<file path="src/e2p_pkg.sv">
package e2p_pkg;

	// panorama geometry; height is a power of two so that the index wraps in IDX_W bits
	localparam int PANO_HEIGHT = 1024;
	localparam int IDX_W = $clog2(2 * PANO_HEIGHT);
	localparam int ANG_SHIFT = 32 - IDX_W;

	// trig
	localparam int TRIG_FRAC_BITS = 16;
	localparam int TRIG_W = TRIG_FRAC_BITS + 2;
	localparam int CORDIC_STEPS = 30;
	localparam int CORDIC_W = 34;
	localparam int CORDIC_GAIN_Q30 = 652032874;
	localparam int RND_SHIFT = 30 - TRIG_FRAC_BITS;
	localparam int CORDIC_LAT = CORDIC_STEPS + 2;

	// projection
	localparam int COEF_W = 21;
	localparam int TERM_W = COEF_W + TRIG_W;
	localparam int PROJ_W = TERM_W + 2;
	localparam int POS_W = PROJ_W - 1;
	localparam int SIZE_W = 13;
	localparam int PROD_W = PROJ_W + SIZE_W + 1;
	localparam int EXT_W = PROD_W + 1;
	localparam int NUM_W = POS_W + SIZE_W;
	localparam int QUOT_W = SIZE_W;
	localparam int COORD_W = 12;
	localparam int FRONT_LAT = CORDIC_LAT + 7;

	// configuration port
	localparam int CFG_W = 3 * COEF_W;
	localparam int CFG_IDX_W = 3;

	// queue between front and back
	localparam int QUEUE_DEPTH = 4;
	localparam int QPTR_W = $clog2(QUEUE_DEPTH);

	typedef enum logic [CFG_IDX_W-1:0] {
		REG_ROW_ZERO   = 3'd0,
		REG_ROW_ONE    = 3'd1,
		REG_ROW_TWO    = 3'd2,
		REG_SRC_WIDTH  = 3'd3,
		REG_SRC_HEIGHT = 3'd4
	} cfg_reg_t;

	typedef struct packed {
		logic [10:0] pano_col;
		logic [9:0]  pano_row;
	} pano_t;

	typedef struct packed {
		logic [COORD_W-1:0] source_col;
		logic [COORD_W-1:0] source_row;
		logic               row_inside;
		logic               col_inside;
	} result_t;

	typedef struct packed {
		logic [CFG_W-1:0]  row_zero;
		logic [CFG_W-1:0]  row_one;
		logic [CFG_W-1:0]  row_two;
		logic [SIZE_W-1:0] width;
		logic [SIZE_W-1:0] height;
	} cfg_t;

	// one classified item waiting for its two divisions
	typedef struct packed {
		logic [NUM_W-1:0] col_num;
		logic [NUM_W-1:0] row_num;
		logic [POS_W-1:0] w;
		logic             col_inside;
		logic             row_inside;
	} work_t;

	// arctangent of 2^-i in binary angle units of 2^32 per turn
	function automatic logic signed [CORDIC_W-1:0] atan_brad(input int i);
		logic signed [CORDIC_W-1:0] a;
		unique case (i)
			0: a = 34'sd536870912;
			1: a = 34'sd316933406;
			2: a = 34'sd167458907;
			3: a = 34'sd85004756;
			4: a = 34'sd42667331;
			5: a = 34'sd21354465;
			6: a = 34'sd10679838;
			7: a = 34'sd5340245;
			8: a = 34'sd2670163;
			9: a = 34'sd1335087;
			10: a = 34'sd667544;
			11: a = 34'sd333772;
			12: a = 34'sd166886;
			13: a = 34'sd83443;
			14: a = 34'sd41722;
			15: a = 34'sd20861;
			16: a = 34'sd10430;
			17: a = 34'sd5215;
			18: a = 34'sd2608;
			19: a = 34'sd1304;
			20: a = 34'sd652;
			21: a = 34'sd326;
			22: a = 34'sd163;
			23: a = 34'sd81;
			24: a = 34'sd41;
			25: a = 34'sd20;
			26: a = 34'sd10;
			27: a = 34'sd5;
			28: a = 34'sd3;
			29: a = 34'sd1;
			default: a = '0;
		endcase
		return a;
	endfunction

endpackage

</file>
<file path="src/e2p_back.sv">
module e2p_back (
	input  logic               clk,
	input  logic               arst_n,
	input  logic               in_valid,
	input  e2p_pkg::work_t     item,
	output logic               done,
	output e2p_pkg::result_t   result
);

	localparam int Q  = e2p_pkg::QUOT_W;
	localparam int NW = e2p_pkg::NUM_W;

	logic [Q:0]           v_q;
	logic [NW-1:0]        crem_s [1:Q];
	logic [NW-1:0]        rrem_s [1:Q];
	logic [Q-1:0]         cq_s   [1:Q];
	logic [Q-1:0]         rq_s   [1:Q];
	logic [e2p_pkg::POS_W-1:0] w_s [1:Q];
	logic                 cin_s  [1:Q];
	logic                 rin_s  [1:Q];

	always_ff @(posedge clk or negedge arst_n) begin
		if (!arst_n) begin
			v_q <= '0;
		end else begin
			v_q <= {v_q[Q-1:0], in_valid};
		end
	end

	// restoring division, one quotient bit per stage, msb first
	for (genvar k = 0; k < Q; k++) begin : g_div
		logic [NW-1:0]             crem_in, rrem_in, dsh;
		logic [Q-1:0]              cq_in, rq_in;
		logic [e2p_pkg::POS_W-1:0] w_in;
		logic                      cin_in, rin_in;
		logic [NW:0]               ctry, rtry;

		if (k == 0) begin : g_first
			assign crem_in = item.col_num;
			assign rrem_in = item.row_num;
			assign cq_in   = '0;
			assign rq_in   = '0;
			assign w_in    = item.w;
			assign cin_in  = item.col_inside;
			assign rin_in  = item.row_inside;
		end else begin : g_next
			assign crem_in = crem_s[k];
			assign rrem_in = rrem_s[k];
			assign cq_in   = cq_s[k];
			assign rq_in   = rq_s[k];
			assign w_in    = w_s[k];
			assign cin_in  = cin_s[k];
			assign rin_in  = rin_s[k];
		end

		assign dsh  = NW'(w_in) << (Q - 1 - k);
		assign ctry = {1'b0, crem_in} - {1'b0, dsh};
		assign rtry = {1'b0, rrem_in} - {1'b0, dsh};

		always_ff @(posedge clk) begin
			crem_s[k+1] <= ctry[NW] ? crem_in : ctry[NW-1:0];
			rrem_s[k+1] <= rtry[NW] ? rrem_in : rtry[NW-1:0];
			cq_s[k+1]   <= {cq_in[Q-2:0], ~ctry[NW]};
			rq_s[k+1]   <= {rq_in[Q-2:0], ~rtry[NW]};
			w_s[k+1]    <= w_in;
			cin_s[k+1]  <= cin_in;
			rin_s[k+1]  <= rin_in;
		end
	end

	// saturate quotients above the field range
	always_ff @(posedge clk) begin
		result.source_col <= cq_s[Q][Q-1] ? '1 : cq_s[Q][e2p_pkg::COORD_W-1:0];
		result.source_row <= rq_s[Q][Q-1] ? '1 : rq_s[Q][e2p_pkg::COORD_W-1:0];
		result.col_inside <= cin_s[Q];
		result.row_inside <= rin_s[Q];
	end

	assign done = v_q[Q];

endmodule

</file>
<file path="config.mk">
export PLATFORM = sky130hd
export DESIGN_NAME = e2p_back
export DESIGN_NICKNAME = d
export VERILOG_FILES = /design/src/e2p_pkg.sv /design/src/e2p_back.sv
export SDC_FILE = /design/constraint.sdc
export NUM_CORES = 2
export LEC_CHECK = 0
export ABC_AREA = 0
export BUFFER_PORTS_ARGS = -buffer_cell sky130_fd_sc_hd__buf_4
export CORE_ASPECT_RATIO = 0.8
export CORE_MARGIN = 3
export CORE_UTILIZATION = 45
export CTS_CLUSTER_SIZE = 10
export DETAILED_ROUTE_END_ITERATION = 10
export SETUP_SLACK_MARGIN = 0.02
export SYNTH_ARGS = -nofsm -noshare
export SYNTH_HDL_FRONTEND = slang
export SYNTH_SLANG_ARGS = --single-unit
</file>
<file path="constraint.sdc">
create_clock -name clk -period 8.3 [get_ports clk]
set_input_delay 1.245 -clock clk [delete_from_list [all_inputs] [get_ports clk]]
set_output_delay 1.245 -clock clk [all_outputs]
set_load 0.02 [all_outputs]
</file>
==> impl_metrics.toml <==
[run_status]
status = "completed"

[sta]
tightest_slew_ns = 1.247
tns_ns = 0
rsz0062_at_grt = "false"
max_freq_mhz = 196.9
finalSetupViolCount = 0
skew_ns = 0.08965
hold_viol_final = 0
period_needed_ns = 5.079
finalCritPeriodShare_pct = 61.19
slew_headroom_pct = 16.12
hold_slack_ns = 0.1734
setup_ws_ns = 3.221
final_max_slew_viol_count = 0

[cts]
cts_made_buffers = 237
postCtsSetupBuffers = 0
clkTransAtPathRegs_ns = 0.06
holdBufCountCts = 0
cts_tree = "built"
clock_latency_ns = 0.90
ctsRootBufferMaster = "clkbuf_16"
clock_path_buffers = 4
clock-sinks = 2000
cts.repair.resized = 0
cts_max_level = 4

[synth]
yosysWarnings = 0
synth_area_leaders = "dfxtp_1 36%, ha_1 12%, a21oi_1 6.3%"
async_reset_ff_share_pct = 0.7000
ys_seq_area_share_pct = 36.72
synth_area_um2 = 109200
syn_inst = 12784
synth_top_area_cell = "dfxtp_1"
yosys.area.top_type_share_pct = 36.40
yosysUniqueCellTypes = 113
synth_flop_cell = "dfxtp_1"
synth_area_per_cell_um2 = 8.543
synth_seq_cells = 2000
syn_nets = 13997
synth_edf_count = 0

[pwr]
powerDensity_nw_per_um2 = 443.1
p_int_mw = 29.76
p_leak_nw = 52.85
power_frac_clock_pct = 17.7
switchingPower_mw = 23.41
total_power_mw = 53.18
ir_worst_vdd_v = 0.0002165
switching_share_pct = 44.03
power.sequential.fraction_pct = 29.8
p_comb_share_pct = 52.5

[worst_setup_path]
worst_setup_path_start_kind = "flip-flop"
crit_chain = "inv_1 > ha_1 > a211oi_1 > nand2b_1 > o211ai_1 > a2111oi_0 > nor3_1 > a31oi_2 > a21oi_4 > buf_4 > inv_1 > mux2_2"
timing.critical_path.mode_cell = "inv_1"
cp.arrival_ns = 5.79
crit_type = "reg2reg"
cpMaxStageDelayCell = "nor3_1"
worstPathMaxFanout = 71
cp.required_ns = 9.01
cp-end-kind = "flip-flop"
critPathMaxStageDelay_ns = 0.93
cp.buffers_inverters = 3
critPathTopFamily = "compound AO/OA/AOI/OAI gates"
r2r_setup_slack_ns = 3.22

[die]
initial_utilization_pct = 45.33
dieArea_um2 = 248700
dieWidth_um = 556.8
rows = 161
core_area_um2 = 240900
die_h_um = 446.6
num_io_pins = 178

[grt]
grt_pass1_vias = 90123
antenna_found_initial = 11
grtUsageTotal_pct = 28.39
grt_max_degree = 87
overflow = 0
grt_pass1_wl_mm = 552.1

[min_path]
hold_path_class = "in2async"

[routing]
ant_nets = 0
vias = 93433
topRoutingLayerUsed = "met5"
dr.pass1.iters = 6
drt_iter0_drc = 8457
wl_met3_mm = 20.44
routedWlPerCell_um = 22.71
met2WireLength_mm = 161.7
drt-total-wl_mm = 364.9
drc = 0
wl_met1_mm = 173.8
vias_per_cell = 5.814

[place]
place_ws_ns = 2.858
dp_hpwl_mm = 302.7
placed_cells = 15744
port_buffers = 177
place_area_um2 = 113200
place.gp.congestion = 0.9411

[final_layout]
seq_area_um2 = 40110
nets = 14018
fillers = 22945
utilization_pct = 49.81
stdcell_count = 16071
multi_input_area_um2 = 64500
areaGrowthSynthToFinish_pct = 9.879
drive_gt1_share_pct = 6.520
postLayoutCellArea_um2 = 120000

[flow_run]
cap_violations = 0
==> power groups by stage <==
stage,combinational (mW),sequential (mW),clock [mW]
finish,27.9,15.8,9.42
global placement,27.2,15.9,0
CTS,27.6,15.8,9.66
global route,30.8,16.1,10.0
detailed placement,27.4,15.9,0
floorplan,20.5,14.4,0
==> cell usage after synthesis (all sizes together) (32+ instances only) <==
cell type / n
and3: 89
a31oi: 113
inv: 786
nand2: 1135
nor2b: 131
a31o: 35
mux2: 157
and2: 73
o21ai: 954
nand4: 204
buf: 104
o211ai: 73
o31ai: 102
ha: 1038
dfxtp: 1986
a21boi: 38
nand3: 220
a211o: 37
o21bai: 122
xor2: 448
a21o: 469
nor3: 166
nor4: 67
a2111oi: 35
or3: 62
o31a: 32
a211oi: 113
nand2b: 150
a21oi: 1371
or2: 60
clkbuf: 340
or4: 34
xnor2: 525
o21a: 129
nor2: 938
==> flip-flops by register name (all words and copies together), names as in the netlist <==
| name | count |
|---|---|
| crem_s | 636 |
| rrem_s | 636 |
| w_s | 480 |
| cq_s | 91 |
| rq_s | 91 |
| result | 26 |
| v_q | 14 |
| cin_s | 13 |
| rin_s | 13 |
==> metal layers <==
metal | vias up | GRT usage, %
met5 | - | 0
li1 | 45365 | -
met3 | 503 | 3.596
met4 | 2 | 6.912
met1 | 44624 | 40.19
met2 | 2939 | 45.73
==> worst register-to-register path: stages (launching register included) <==
cell	delay, ns
dfxtp_1	0.32
inv_1	0.06
ha_1	0.35
a211oi_1	0.43
nand2b_1	0.12
o211ai_1	0.56
a2111oi_0	0.34
nor3_1	0.93
a31oi_2	0.35
a21oi_4	0.33
buf_4	0.57
inv_1	0.23
mux2_2	0.30
==> path summary, 6_finish.rpt <==
kind / cells after the start / to / from
min in group clk: 0 / w_s[1][12]$_DFF_P_ / w_s[0][132]$_DFF_P_
min reg2reg: 0 / w_s[1][12]$_DFF_P_ / w_s[0][132]$_DFF_P_
max in group asynchronous: 1 / v_q[13]$_DFF_PN0_ / arst_n
max: 12 / crem_s[0][187]$_DFF_P_ / w_s[0][86]$_DFF_P_
min: 1 / v_q[6]$_DFF_PN0_ / arst_n
max reg2reg: 12 / crem_s[0][187]$_DFF_P_ / w_s[0][86]$_DFF_P_
==> cell usage in the layout (no fill, tap or decap), types with 239 or more instances in the layout <==
cell type	n
nor2_1	933
xor2_1	448
dfxtp_1	1986
o21ai_0	915
a21oi_1	1365
inv_1	779
xnor2_1	525
ha_1	1038
clkbuf_16	239
nand2_1	1135
a21o_1	468
==> area by class of cell <==
cell class              instances  area share, %
diodes                         10        0.02085
clock buffers                 304          5.437
clock inverters                13         0.1752
inverters                     786          2.459
multi-input cells            9554          53.75
flip-flops and latches       2000          33.42
well taps                    3178          3.313
repair buffers                226          1.424
==> cell families (layout without fill, tap and decap cells) <==
logic type	count (synthesis)	after routing	share of synthesized area (%)
AO/OA/AOI/OAI	3912	3912	22.28
XOR/XNOR	973	973	7.803
adder cells (fa/ha/maj)	1062	1062	12.33
buffers and inverters	1230	1329	4.341
flip-flops	2000	2000	36.72
multiplexers	167	167	1.710
other	0	10	0
AND/OR/NAND/NOR	3440	3440	14.81
(Power assumes the default switching activity.)
