**src/e2p_pkg.sv**
```systemverilog
package e2p_pkg;

	// panorama geometry; height is a power of two so that the index wraps in IDX_W bits
	localparam int PANO_HEIGHT = 1024;
	localparam int IDX_W = $clog2(2 * PANO_HEIGHT);
	localparam int ANG_SHIFT = 32 - IDX_W;

	// trig
	localparam int TRIG_FRAC_BITS = 16;
	localparam int TRIG_W = TRIG_FRAC_BITS + 2;
	localparam int CORDIC_STEPS = 30;
	localparam int CORDIC_W = 34;
	localparam int CORDIC_GAIN_Q30 = 652032874;
	localparam int RND_SHIFT = 30 - TRIG_FRAC_BITS;
	localparam int CORDIC_LAT = CORDIC_STEPS + 2;

	// projection
	localparam int COEF_W = 21;
	localparam int TERM_W = COEF_W + TRIG_W;
	localparam int PROJ_W = TERM_W + 2;
	localparam int POS_W = PROJ_W - 1;
	localparam int SIZE_W = 13;
	localparam int PROD_W = PROJ_W + SIZE_W + 1;
	localparam int EXT_W = PROD_W + 1;
	localparam int NUM_W = POS_W + SIZE_W;
	localparam int QUOT_W = SIZE_W;
	localparam int COORD_W = 12;
	localparam int FRONT_LAT = CORDIC_LAT + 7;

	// configuration port
	localparam int CFG_W = 3 * COEF_W;
	localparam int CFG_IDX_W = 3;

	// queue between front and back
	localparam int QUEUE_DEPTH = 4;
	localparam int QPTR_W = $clog2(QUEUE_DEPTH);

	typedef enum logic [CFG_IDX_W-1:0] {
		REG_ROW_ZERO   = 3'd0,
		REG_ROW_ONE    = 3'd1,
		REG_ROW_TWO    = 3'd2,
		REG_SRC_WIDTH  = 3'd3,
		REG_SRC_HEIGHT = 3'd4
	} cfg_reg_t;

	typedef struct packed {
		logic [10:0] pano_col;
		logic [9:0]  pano_row;
	} pano_t;

	typedef struct packed {
		logic [COORD_W-1:0] source_col;
		logic [COORD_W-1:0] source_row;
		logic               row_inside;
		logic               col_inside;
	} result_t;

	typedef struct packed {
		logic [CFG_W-1:0]  row_zero;
		logic [CFG_W-1:0]  row_one;
		logic [CFG_W-1:0]  row_two;
		logic [SIZE_W-1:0] width;
		logic [SIZE_W-1:0] height;
	} cfg_t;

	// one classified item waiting for its two divisions
	typedef struct packed {
		logic [NUM_W-1:0] col_num;
		logic [NUM_W-1:0] row_num;
		logic [POS_W-1:0] w;
		logic             col_inside;
		logic             row_inside;
	} work_t;

	// arctangent of 2^-i in binary angle units of 2^32 per turn
	function automatic logic signed [CORDIC_W-1:0] atan_brad(input int i);
		logic signed [CORDIC_W-1:0] a;
		unique case (i)
			0: a = 34'sd536870912;
			1: a = 34'sd316933406;
			2: a = 34'sd167458907;
			3: a = 34'sd85004756;
			4: a = 34'sd42667331;
			5: a = 34'sd21354465;
			6: a = 34'sd10679838;
			7: a = 34'sd5340245;
			8: a = 34'sd2670163;
			9: a = 34'sd1335087;
			10: a = 34'sd667544;
			11: a = 34'sd333772;
			12: a = 34'sd166886;
			13: a = 34'sd83443;
			14: a = 34'sd41722;
			15: a = 34'sd20861;
			16: a = 34'sd10430;
			17: a = 34'sd5215;
			18: a = 34'sd2608;
			19: a = 34'sd1304;
			20: a = 34'sd652;
			21: a = 34'sd326;
			22: a = 34'sd163;
			23: a = 34'sd81;
			24: a = 34'sd41;
			25: a = 34'sd20;
			26: a = 34'sd10;
			27: a = 34'sd5;
			28: a = 34'sd3;
			29: a = 34'sd1;
			default: a = '0;
		endcase
		return a;
	endfunction

endpackage

```
**src/e2p_queue.sv**
```systemverilog
module e2p_queue (
	input  logic             clk,
	input  logic             arst_n,
	input  logic             push,
	input  e2p_pkg::work_t   push_item,
	input  logic             pop,
	output logic             out_valid,
	output e2p_pkg::work_t   out_item,
	output logic             full
);

	e2p_pkg::work_t                entry_q [e2p_pkg::QUEUE_DEPTH];
	logic [e2p_pkg::QPTR_W-1:0]    wr_q;
	logic [e2p_pkg::QPTR_W-1:0]    rd_q;
	logic [e2p_pkg::QPTR_W:0]      count_q;
	logic                          do_push;
	logic                          do_pop;

	assign out_valid = (count_q != '0);
	assign full      = (count_q == (e2p_pkg::QPTR_W + 1)'(e2p_pkg::QUEUE_DEPTH));
	assign do_push   = push && !full;
	assign do_pop    = pop && out_valid;
	assign out_item  = entry_q[rd_q];

	always_ff @(posedge clk) begin
		if (do_push) begin
			entry_q[wr_q] <= push_item;
		end
	end

	always_ff @(posedge clk or negedge arst_n) begin
		if (!arst_n) begin
			wr_q    <= '0;
			rd_q    <= '0;
			count_q <= '0;
		end else begin
			if (do_push) begin
				wr_q <= wr_q + 1'b1;
			end
			if (do_pop) begin
				rd_q <= rd_q + 1'b1;
			end
			if (do_push && !do_pop) begin
				count_q <= count_q + 1'b1;
			end else if (do_pop && !do_push) begin
				count_q <= count_q - 1'b1;
			end
		end
	end

endmodule

```
**config.mk**
```make
export PLATFORM = sky130hd
export DESIGN_NAME = e2p_queue
export DESIGN_NICKNAME = d
export VERILOG_FILES = /design/src/e2p_pkg.sv /design/src/e2p_queue.sv
export SDC_FILE = /design/constraint.sdc
export NUM_CORES = 1
export LEC_CHECK = 0
export BUFFER_PORTS_ARGS = -buffer_cell sky130_fd_sc_hd__buf_4
export CORE_MARGIN = 1
export CORE_UTILIZATION = 50
export CTS_CLUSTER_DIAMETER = 40
export DETAILED_ROUTE_END_ITERATION = 12
export PLACE_DENSITY = 0.74
export SYNTH_ARGS = -nofsm -noshare
export SYNTH_HDL_FRONTEND = slang
export SYNTH_SLANG_ARGS = --single-unit
```
**constraint.sdc**
```tcl
create_clock -name clk -period 6.2 [get_ports clk]
set_input_delay 0.62 -clock clk [delete_from_list [all_inputs] [get_ports clk]]
set_output_delay 0.62 -clock clk [all_outputs]
set_load 0.03 [all_outputs]
```
==> results of run 1 <==
-- power breakdown --
| part | internal (uW) | switching (uW) | total [uW] |
|---|---|---|---|
| combinational | 1970 | 2870 | 4840 |
| sequential | 5360 | 316 | 5670 |
| clock | 2480 | 1570 | 4050 |
| total | 9810 | 4760 | 14600 |
-- routing by layer --
metal / GRT usage, % / vias up
met5: 0 / -
met4: 7.07 / 0
met3: 5.63 / 61
met2: 28.7 / 316
met1: 25.7 / 5050
li1: - / 4227
-- metrics by stage --
step,hold slack (ns),std cells,setup slack (ns)
finish,0.234,1800,2.51
global route,0.206,1799,2.28
CTS,0.200,1799,2.42
detailed placement,0.437,1670,3.02
global placement,0.435,1670,3.05
floorplan,0.324,809,1.36
-- placed cells by master (no fill, tap or decap) --
master / netlist / layout
buf_4: 1 / 306
clkinvlp_4: 0 / 5
diode_2: 0 / 1
dfrtp_1: 7 / 5
nor3b_1: 1 / 1
fa_1: 1 / 1
buf_12: 0 / 5
inv_1: 3 / 3
clkinv_2: 0 / 10
or3_1: 1 / 1
mux4_2: 148 / 148
nor2_1: 1 / 1
inv_6: 0 / 5
dlygate4sd3_1: 0 / 1
edfxtp_1: 592 / 592
inv_8: 0 / 3
bufinv_16: 0 / 4
and2_4: 0 / 4
xor2_1: 2 / 2
ha_1: 5 / 5
clkbuf_16: 0 / 78
clkinv_4: 0 / 2
nand2_1: 1 / 1
dfrtp_4: 0 / 2
clkbuf_1: 4 / 14
clkinv_1: 0 / 6
mux2_2: 2 / 2
nand3_1: 1 / 1
nor2b_1: 1 / 1
clkbuf_8: 0 / 1
xnor2_1: 4 / 4
-- cell families after synthesis --
family	share of synthesized area [%]
xor+xnor	0.242
flops	82.5
buf+inv	1.16
mux	15.4
fa+ha+maj	0.380
simple gates	0.265
-- cell type report --
| type | count | area (um^2) |
|---|---|---|
| antenna | 1 | 2.50 |
| clock buffer | 93 | 2020 |
| clock inverter | 35 | 325 |
| fill | 2880 | 16000 |
| inverter | 3 | 11.3 |
| multi-input combinational | 172 | 3560 |
| sequential | 599 | 18000 |
| tap | 585 | 732 |
| timing repair buffer | 312 | 2410 |
-- flip-flops by register name (all words and copies together) (netlist names) --
register and cells:
wr_q 2, count_q 3, rd_q 2, entry_q 592
-- worst max-delay path by stage --
stage                                       from                  endpoint  slack, ns
after floorplan           count_q[2]$_DFFE_PN0P_   entry_q[0][0]$_DFFE_PP_       1.36
after global placement                      push  entry_q[0][87]$_DFFE_PP_       3.05
after detailed placement                    push  entry_q[0][87]$_DFFE_PP_       3.02
after CTS                    rd_q[0]$_DFFE_PN0P_              out_item[50]       2.42
after global routing         rd_q[0]$_DFFE_PN0P_              out_item[55]       2.28
final                        rd_q[0]$_DFFE_PN0P_              out_item[90]       2.51
-- critical path: stages, from the launching register on --
cell	delay (ns)
dfrtp_4	0.89
buf_12	0.52
mux4_2	0.61
buf_4	0.18
==> impl_metrics.json, run 1 <==
{
  "syn_inst": 809,
  "clk_path_buf_depth": 3,
  "clk_latency_ns": 0.59,
  "portBuffers": 301,
  "maxCapViolations": 0,
  "grt_start_max_net_pins": 92,
  "hp-class": "in2reg",
  "nets": 1318,
  "slew_headroom_pct": 35.4,
  "drc_errors": 0,
  "drt_iter0_drc": 554,
  "slew_violations": 0,
  "ys.flop_type": "edfxtp_1",
  "fin_skew_ns": 0.0243,
  "vias": 9654,
  "die_area_mm2": 0.0443,
  "grt_overflow": 0,
  "cp_max_fo": 87,
  "synth_area_mm2": 0.0218,
  "dr.pass1.iters": 6,
  "hold_buffers": 1,
  "die_h_um": 211,
  "yosysMostFrequentCell": "edfxtp_1",
  "cts_resized": 0,
  "r2r-end": "entry_q[0][63]$_DFFE_PP_",
  "drive_above_1_share_pct": 47.4,
  "rows": 76,
  "synth_area_leaders": "edfxtp_1 82%, mux4_2 15%, dfrtp_1 0.81%",
  "ant_nets": 0,
  "dr_wl_met3_um": 3230,
  "hold_end": "entry_q[1][131]$_DFFE_PP_",
  "place_hpwl_um": 23000,
  "track_usage_pct": 18.7,
  "post-route-period-util_pct": 59.5,
  "tightest_slew_ns": 0.968,
  "design.core.area_mm2": 0.0430,
  "post_cts_buffers": 0,
  "seq_area_frac_synth_pct": 82.5,
  "synth_edf_count": 592,
  "outcome": "finished clean",
  "cts_tree": "built",
  "r2r_slack_ns": 3.22,
  "stdcell_area_mm2": 0.0270,
  "fmax_mhz": 271,
  "routed_wl_um": 40600,
  "cts_made_buffers": 72,
  "post-route-util_pct": 62.9,
  "holdCritStartpoint": "push_item[131]",
  "synthArstFlopShare_pct": 1.17,
  "clkTransAtPathRegs_ns": 0.06,
  "wl_met1_um": 17000,
  "start_kind": "flip-flop",
  "synthTopCellsByCount": "592 x edfxtp_1, 148 x mux4_2, 19 x buf_2",
  "yosysUniqueCellTypes": 20,
  "endpoint_kind": "output pin",
  "antenna_found_initial": 1,
  "hold_violations": 0,
  "synth_top_area_share_pct": 81.7,
  "setup_viol": 0,
  "arrival_ns": 3.07,
  "critical_path_class": "reg2out",
  "yosys_register_bits": 599,
  "rsz0062_at_grt": "false",
  "htreeDepth": 3,
  "viasPerCell": 5.36,
  "synth_nets": 967,
  "hold_depth": 1,
  "routed.top_layer": "met4",
  "power_uw": 14600,
  "yosys_warnings": 0,
  "start_util_pct": 50.6,
  "peakVddDrop_uv": 368,
  "grt_first_pass_wirelength_um": 61800,
  "required_ns": 5.58,
  "period_needed_ns": 3.69,
  "wl_met2_um": 19500,
  "tns_ns": 0,
  "power.density_mw_per_mm2": 539,
  "grt_pass1_vias": 10500,
  "die_x_um": 211,
  "io_pins": 302,
  "yosys.area.top_type": "edfxtp_1",
  "gp_congestion": 0.742,
  "clock-sinks": 599,
  "p_leak_uw": 0.00922,
  "placedInstanceArea_mm2": 0.0247,
  "r2r-start": "count_q[2]$_DFFE_PN0P_",
  "wl_per_cell_um": 22.6,
  "cts_root_buf": "clkbuf_16",
  "areaGrowthSynthToFinish_pct": 24.2,
  "reg2reg_depth": 5,
  "synth.avg_cell_area_um2": 26.9
}
Note: power is estimated with default switching activity, not from simulation.
==> run 2, diff against run 1 <==
--- a/config.mk
+++ b/config.mk
@@ -10,7 +10,7 @@
 export CORE_UTILIZATION = 50
 export CTS_CLUSTER_DIAMETER = 40
 export DETAILED_ROUTE_END_ITERATION = 12
-export PLACE_DENSITY = 0.74
+export PLACE_DENSITY = 0.77
 export SYNTH_ARGS = -nofsm -noshare
 export SYNTH_HDL_FRONTEND = slang
 export SYNTH_SLANG_ARGS = --single-unit
==> constraint.sdc (replaced) <==
create_clock -name clk -period 3.3 [get_ports clk]
set_input_delay 0.33 -clock clk [delete_from_list [all_inputs] [get_ports clk]]
set_output_delay 0.33 -clock clk [all_outputs]
set_load 0.03 [all_outputs]
==> run 2 against run 1 <==
Effect of this change: critical path depth is the same; critical path type unchanged; clock skew shrank 0.0058 ns; sequential cell count is the same; combinational power grew 100%; global-route usage grew 2.0 points; sequential power grew 85%; largest power group unchanged; worst hold slack lost 0.19 ns; clock power grew 99%; routed wire length grew 10%; cell count grew 9.4%; via count grew 8.0%; worst setup slack lost 2.1 ns.
==> impl_metrics.json, run 2 (synthesis gave the netlist of run 1 again) <==
{
  "p_leak_uw": 0.00999,
  "grt_use_met2_pct": 33.7,
  "grt_use_met3_pct": 5.94,
  "hold_ws_ns": 0.0451,
  "outcome": "finished clean",
  "fmax_mhz": 349,
  "required_ns": 2.97,
  "critical_path_class": "reg2out",
  "path_buf_inv": 2,
  "arrival_ns": 2.54,
  "final_common_cell": "edfxtp_1",
  "slew_violations": 0,
  "grt_first_pass_wirelength_um": 67700,
  "maxCapViolations": 0,
  "antenna_found_initial": 6,
  "clk_latency_ns": 0.59,
  "die_area_mm2": 0.0443,
  "drc_errors": 0,
  "drt_iter0_drc": 720,
  "power_switching_share_pct": 33.1,
  "cp_slowest_cell": "dfrtp_4",
  "wl_per_cell_um": 22.8,
  "combPwrFrac_pct": 34.3,
  "start_kind": "flip-flop",
  "p_sw_uw": 9360,
  "post-route-period-util_pct": 86.9,
  "final_cells": 1970,
  "cp_slowest_stage_delay_ns": 0.74,
  "vias": 10400,
  "grt_overflow": 0,
  "clock-sinks": 599,
  "portBuffers": 301,
  "met1_usage_pct": 26.9,
  "clk_path_buf_depth": 3,
  "die_h_um": 211,
  "clkTransAtPathRegs_ns": 0.05,
  "track_usage_pct": 20.7,
  "layout_setup_ws_ns": 0.431,
  "power_uw": 28300,
  "largest_reg_flops": 592,
  "tightest_slew_ns": 0.548,
  "path_delay_family": "flip-flops",
  "grt_pass1_vias": 11400,
  "cts_tree": "built",
  "fill_cells": 2628,
  "drive_above_1_share_pct": 43.3,
  "rows": 76,
  "cp_max_fo": 43,
  "period_needed_ns": 2.87,
  "ant_nets": 0,
  "endpoint_kind": "output pin",
  "place_hpwl_um": 24800,
  "final_cell_mix": "592 x edfxtp_1, 310 x buf_4, 149 x dlygate4sd3_1, 148 x mux4_2, 77 x clkbuf_16",
  "p_clk_share_pct": 28.5,
  "gp_congestion": 0.717,
  "worstPathCellList": "buf_12, mux4_2, buf_4",
  "grt_start_max_net_pins": 62,
  "htreeDepth": 3,
  "seq_power_share_pct": 37.2,
  "cts_resized": 0,
  "areaGrowthSynthToFinish_pct": 32.6,
  "fin_skew_ns": 0.0185,
  "tns_ns": 0,
  "hp-class": "in2reg",
  "dr.pass1.iters": 6,
  "largest_register": "entry_q",
  "start_util_pct": 50.6,
  "cts_made_buffers": 75,
  "slew_headroom_pct": 63.4,
  "power.density_mw_per_mm2": 980,
  "viasPerCell": 5.29,
  "die_x_um": 211,
  "post_cts_buffers": 0,
  "io_pins": 302,
  "cts_root_buf": "clkbuf_16",
  "hold_violations": 0,
  "routed_wl_um": 44900,
  "peakVddDrop_uv": 758,
  "reg_top3": "entry_q (592), count_q (3)",
  "rsz0062_at_grt": "false",
  "busiest_layer": "met2",
  "nets": 1481,
  "dp_worst_setup_slack_ns": 1.01,
  "setup_viol": 0,
  "design.core.area_mm2": 0.0430,
  "p_int_uw": 18900,
  "dp.cells": 1682
}
==> run 2: power groups by stage <==
stage	logic (uW)	clock network (uW)	registers [uW]
6_report	9690	8070	10500
5_1_grt	10200	8510	10600
4_1_cts	9800	8200	10500
3_5_place_dp	9600	0	10700
3_3_place_gp	9580	0	10600
2_1_floorplan	6430	0	10500
==> run 2: per-layer routing <==
metal | vias up | routed length [um]
met5 | - | 13
met4 | 2 | 988
met3 | 78 | 3030
met2 | 388 | 23000
met1 | 5392 | 17900
li1 | 4565 | -
==> run 2: layout make-up <==
class                   instances  area, um^2  share of cell area, %
diodes                          5        12.5                 0.0434
clock buffers                  81        1940                   6.73
clock inverters                53         552                   1.91
inverters                       3        11.3                 0.0390
multi-input cells             172        3560                   12.3
flip-flops and latches        599       18000                   62.3
well taps                     585         732                   2.54
repair buffers                472        4080                   14.1
==> run 2: path summary, 6_finish.rpt <==
kind / slack, ns / startpoint / depth (start not counted) / to
max in group asynchronous: 3.04 / arst_n / 2 / rd_q[1]$_DFFE_PN0P_
hold / removal: 0.05 / pop / 3 / rd_q[1]$_DFFE_PN0P_
setup reg to reg: 1.00 / count_q[2]$_DFFE_PN0P_ / 4 / entry_q[3][100]$_DFFE_PP_
hold reg to reg: 0.52 / count_q[2]$_DFFE_PN0P_ / 1 / count_q[2]$_DFFE_PN0P_
setup / recovery: 0.43 / rd_q[0]$_DFFE_PN0P_ / 3 / out_item[65]
min in group asynchronous: 0.11 / arst_n / 2 / rd_q[0]$_DFFE_PN0P_
==> run 2: worst min-delay path: stages <==
cell and delay [ns]:
buf_4 0.12, nand3_1 0.09, xnor2_1 0.06
==> run 2: timing repair <==
| item | CTS | global route |
|---|---|---|
| endpoints found under the hold margin | 599 | 0 |
| hold buffers | 149 | 0 |
| setup endpoints to repair | 0 | 0 |
==> run 2: metrics by stage <==
step / utilization, % / instance area (um^2)
global placement: 57.8 / 24800
CTS: 67.1 / 28800
finish: 67.1 / 28800
detailed placement: 57.8 / 24800
global route: 67.1 / 28800
floorplan: - / 21800
==> run 3, diff against run 2 <==
--- a/config.mk
+++ b/config.mk
@@ -6,11 +6,13 @@
 export NUM_CORES = 1
 export LEC_CHECK = 0
 export BUFFER_PORTS_ARGS = -buffer_cell sky130_fd_sc_hd__buf_4
+export CELL_PAD_IN_SITES_DETAIL_PLACEMENT = 1
+export CELL_PAD_IN_SITES_GLOBAL_PLACEMENT = 2
 export CORE_MARGIN = 1
-export CORE_UTILIZATION = 50
+export CORE_UTILIZATION = 41
 export CTS_CLUSTER_DIAMETER = 40
 export DETAILED_ROUTE_END_ITERATION = 12
-export PLACE_DENSITY = 0.77
+export PLACE_DENSITY = 0.79
 export SYNTH_ARGS = -nofsm -noshare
 export SYNTH_HDL_FRONTEND = slang
 export SYNTH_SLANG_ARGS = --single-unit
==> run 3 against run 2 <==
Effect of this change: sequential power about the same; register-to-register slack better by 0.02 ns; largest power group unchanged; sequential share of layout area down 1.4 points; worst hold slack lost 0.011 ns; total power rose by 5.8%; die area grew 22%; highest routed layer unchanged; combinational power is essentially flat.
==> impl_metrics.json, run 3 (synthesis gave the netlist of run 1 again) <==
{
  "arrival_ns": 2.51,
  "rsz0062_at_grt": "false",
  "areaGrowthSynthToFinish_pct": 35.7,
  "r2r_slack_ns": 1.02,
  "p_clk_share_pct": 32.3,
  "post-route-period-util_pct": 86.1,
  "grt_first_pass_wirelength_um": 71500,
  "p_int_uw": 20100,
  "required_ns": 2.97,
  "post_cts_buffers": 0,
  "grt_overflow": 0,
  "die_h_um": 232,
  "power_switching_share_pct": 32.7,
  "nets": 1490,
  "design.core.area_mm2": 0.0524,
  "cts_made_buffers": 87,
  "vias": 10500,
  "cts_resized": 0,
  "final_common_cell": "edfxtp_1",
  "fmax_mhz": 352,
  "die_x_um": 232,
  "io_pins": 302,
  "endpoint_kind": "output pin",
  "ant_nets": 0,
  "wl_per_cell_um": 23.0,
  "cts_tree": "built",
  "cp_slowest_cell": "dfrtp_4",
  "rows": 84,
  "seq_power_share_pct": 35.3,
  "grt_start_max_net_pins": 94,
  "dr.pass1.iters": 6,
  "clkTransAtPathRegs_ns": 0.05,
  "reg_top3": "entry_q (592), count_q (3)",
  "combPwrFrac_pct": 32.4,
  "cts_root_buf": "clkbuf_16",
  "die_area_mm2": 0.0540,
  "tns_ns": 0,
  "dp.cells": 1782,
  "drive_above_1_share_pct": 44.3,
  "largest_register": "entry_q",
  "clk_latency_ns": 0.62,
  "p_leak_uw": 0.0103,
  "start_kind": "flip-flop",
  "antenna_found_initial": 2,
  "setup_viol": 0,
  "slew_violations": 0,
  "gp_congestion": 0.686,
  "final_cells": 2095,
  "fin_skew_ns": 0.0237,
  "worstPathCellList": "buf_12, mux4_2, buf_4",
  "critical_path_class": "reg2out",
  "slew_headroom_pct": 54.4,
  "portBuffers": 301,
  "start_util_pct": 41.5,
  "hold_ws_ns": 0.0341,
  "htreeDepth": 3,
  "grt_pass1_vias": 11900,
  "p_sw_uw": 9780,
  "power.density_mw_per_mm2": 1010,
  "place_hpwl_um": 26700,
  "largest_reg_flops": 592,
  "tightest_slew_ns": 0.684,
  "routed_wl_um": 48100,
  "cp_max_fo": 47,
  "clk_path_buf_depth": 3,
  "track_usage_pct": 17.9,
  "clock-sinks": 599,
  "hold_violations": 0,
  "peakVddDrop_uv": 610,
  "hp-class": "in2reg",
  "cp_slowest_stage_delay_ns": 0.66,
  "maxCapViolations": 0,
  "final_cell_mix": "592 x edfxtp_1, 309 x buf_4, 149 x dlygate4sd3_1, 148 x mux4_2, 89 x clkbuf_16",
  "period_needed_ns": 2.84,
  "drt_iter0_drc": 469,
  "drc_errors": 0,
  "outcome": "finished clean",
  "viasPerCell": 5.01
}
run 3: changes by cell type in the layout (fill, tap and decap cells not counted), sizes merged:
cell / previous run / this run
clkinvlp: 7 / 9
buf: 323 / 320
diode: 5 / 1
inv: 19 / 18
clkbuf: 81 / 96
bufinv: 7 / 14
clkinv: 23 / 29
run 3: power by group through the flow:
stage / logic (uW) / registers, uW / clock network [uW]
floorplan: 6430 / 10500 / 0
global placement: 9670 / 10600 / 0
detailed placement: 9720 / 10700 / 0
CTS: 9940 / 10600 / 9880
global route: 10200 / 10700 / 10100
finish: 9710 / 10500 / 9660
run 3: path summary, 6_finish.rpt:
| path | start | end | cells past startpoint |
|---|---|---|---|
| min | pop | rd_q[1]$_DFFE_PN0P_ | 3 |
| max in group asynchronous | arst_n | rd_q[0]$_DFFE_PN0P_ | 2 |
| min in group asynchronous | arst_n | wr_q[1]$_DFFE_PN0P_ | 2 |
| max | rd_q[0]$_DFFE_PN0P_ | out_item[34] | 3 |
| max reg2reg | count_q[2]$_DFFE_PN0P_ | count_q[2]$_DFFE_PN0P_ | 8 |
| min reg2reg | count_q[2]$_DFFE_PN0P_ | count_q[2]$_DFFE_PN0P_ | 1 |
run 3: cell type report:
cell class                      instances  area [um^2]
Clock inverter                         67          846
Multi-Input combinational cell        172         3560
Sequential cell                       599        18000
Clock buffer                           96         2250
Tap cell                              688          861
Timing Repair Buffer                  469         4030
Inverter                                3         11.3
Fill cell                            4442        22900
Antenna cell                            1         2.50
run 3: critical path, delay by kind of cell, from the launching register on:
kind,cells,cell delay (ns)
flip-flops,1,0.66
multiplexers,1,0.60
buffers and inverters,2,0.59
run 3: routing by layer:
layer,wire (um),share of wire [%],track usage [%]
met1,19500,40,22.1
met2,24900,52,30.3
met3,2800,5.8,4.72
met4,992,2.1,6.52
met5,8,0.017,0
run 3: repair_timing:
action / in CTS / in global routing
endpoints found under the setup margin: 0 / 0
hold endpoints to repair: 599 / 0
hold buffers: 149 / 0
run 3: metrics by stage:
stage	power, uW	utilization, %	setup WS (ns)	area (um^2)
2_1_floorplan	16900	-	0.110	21800
3_3_place_gp	20300	47.5	1.04	24900
3_5_place_dp	20400	47.5	1.02	24900
4_1_cts	30400	56.3	0.374	29500
5_1_grt	31100	56.3	0.316	29500
6_report	29900	56.3	0.460	29500
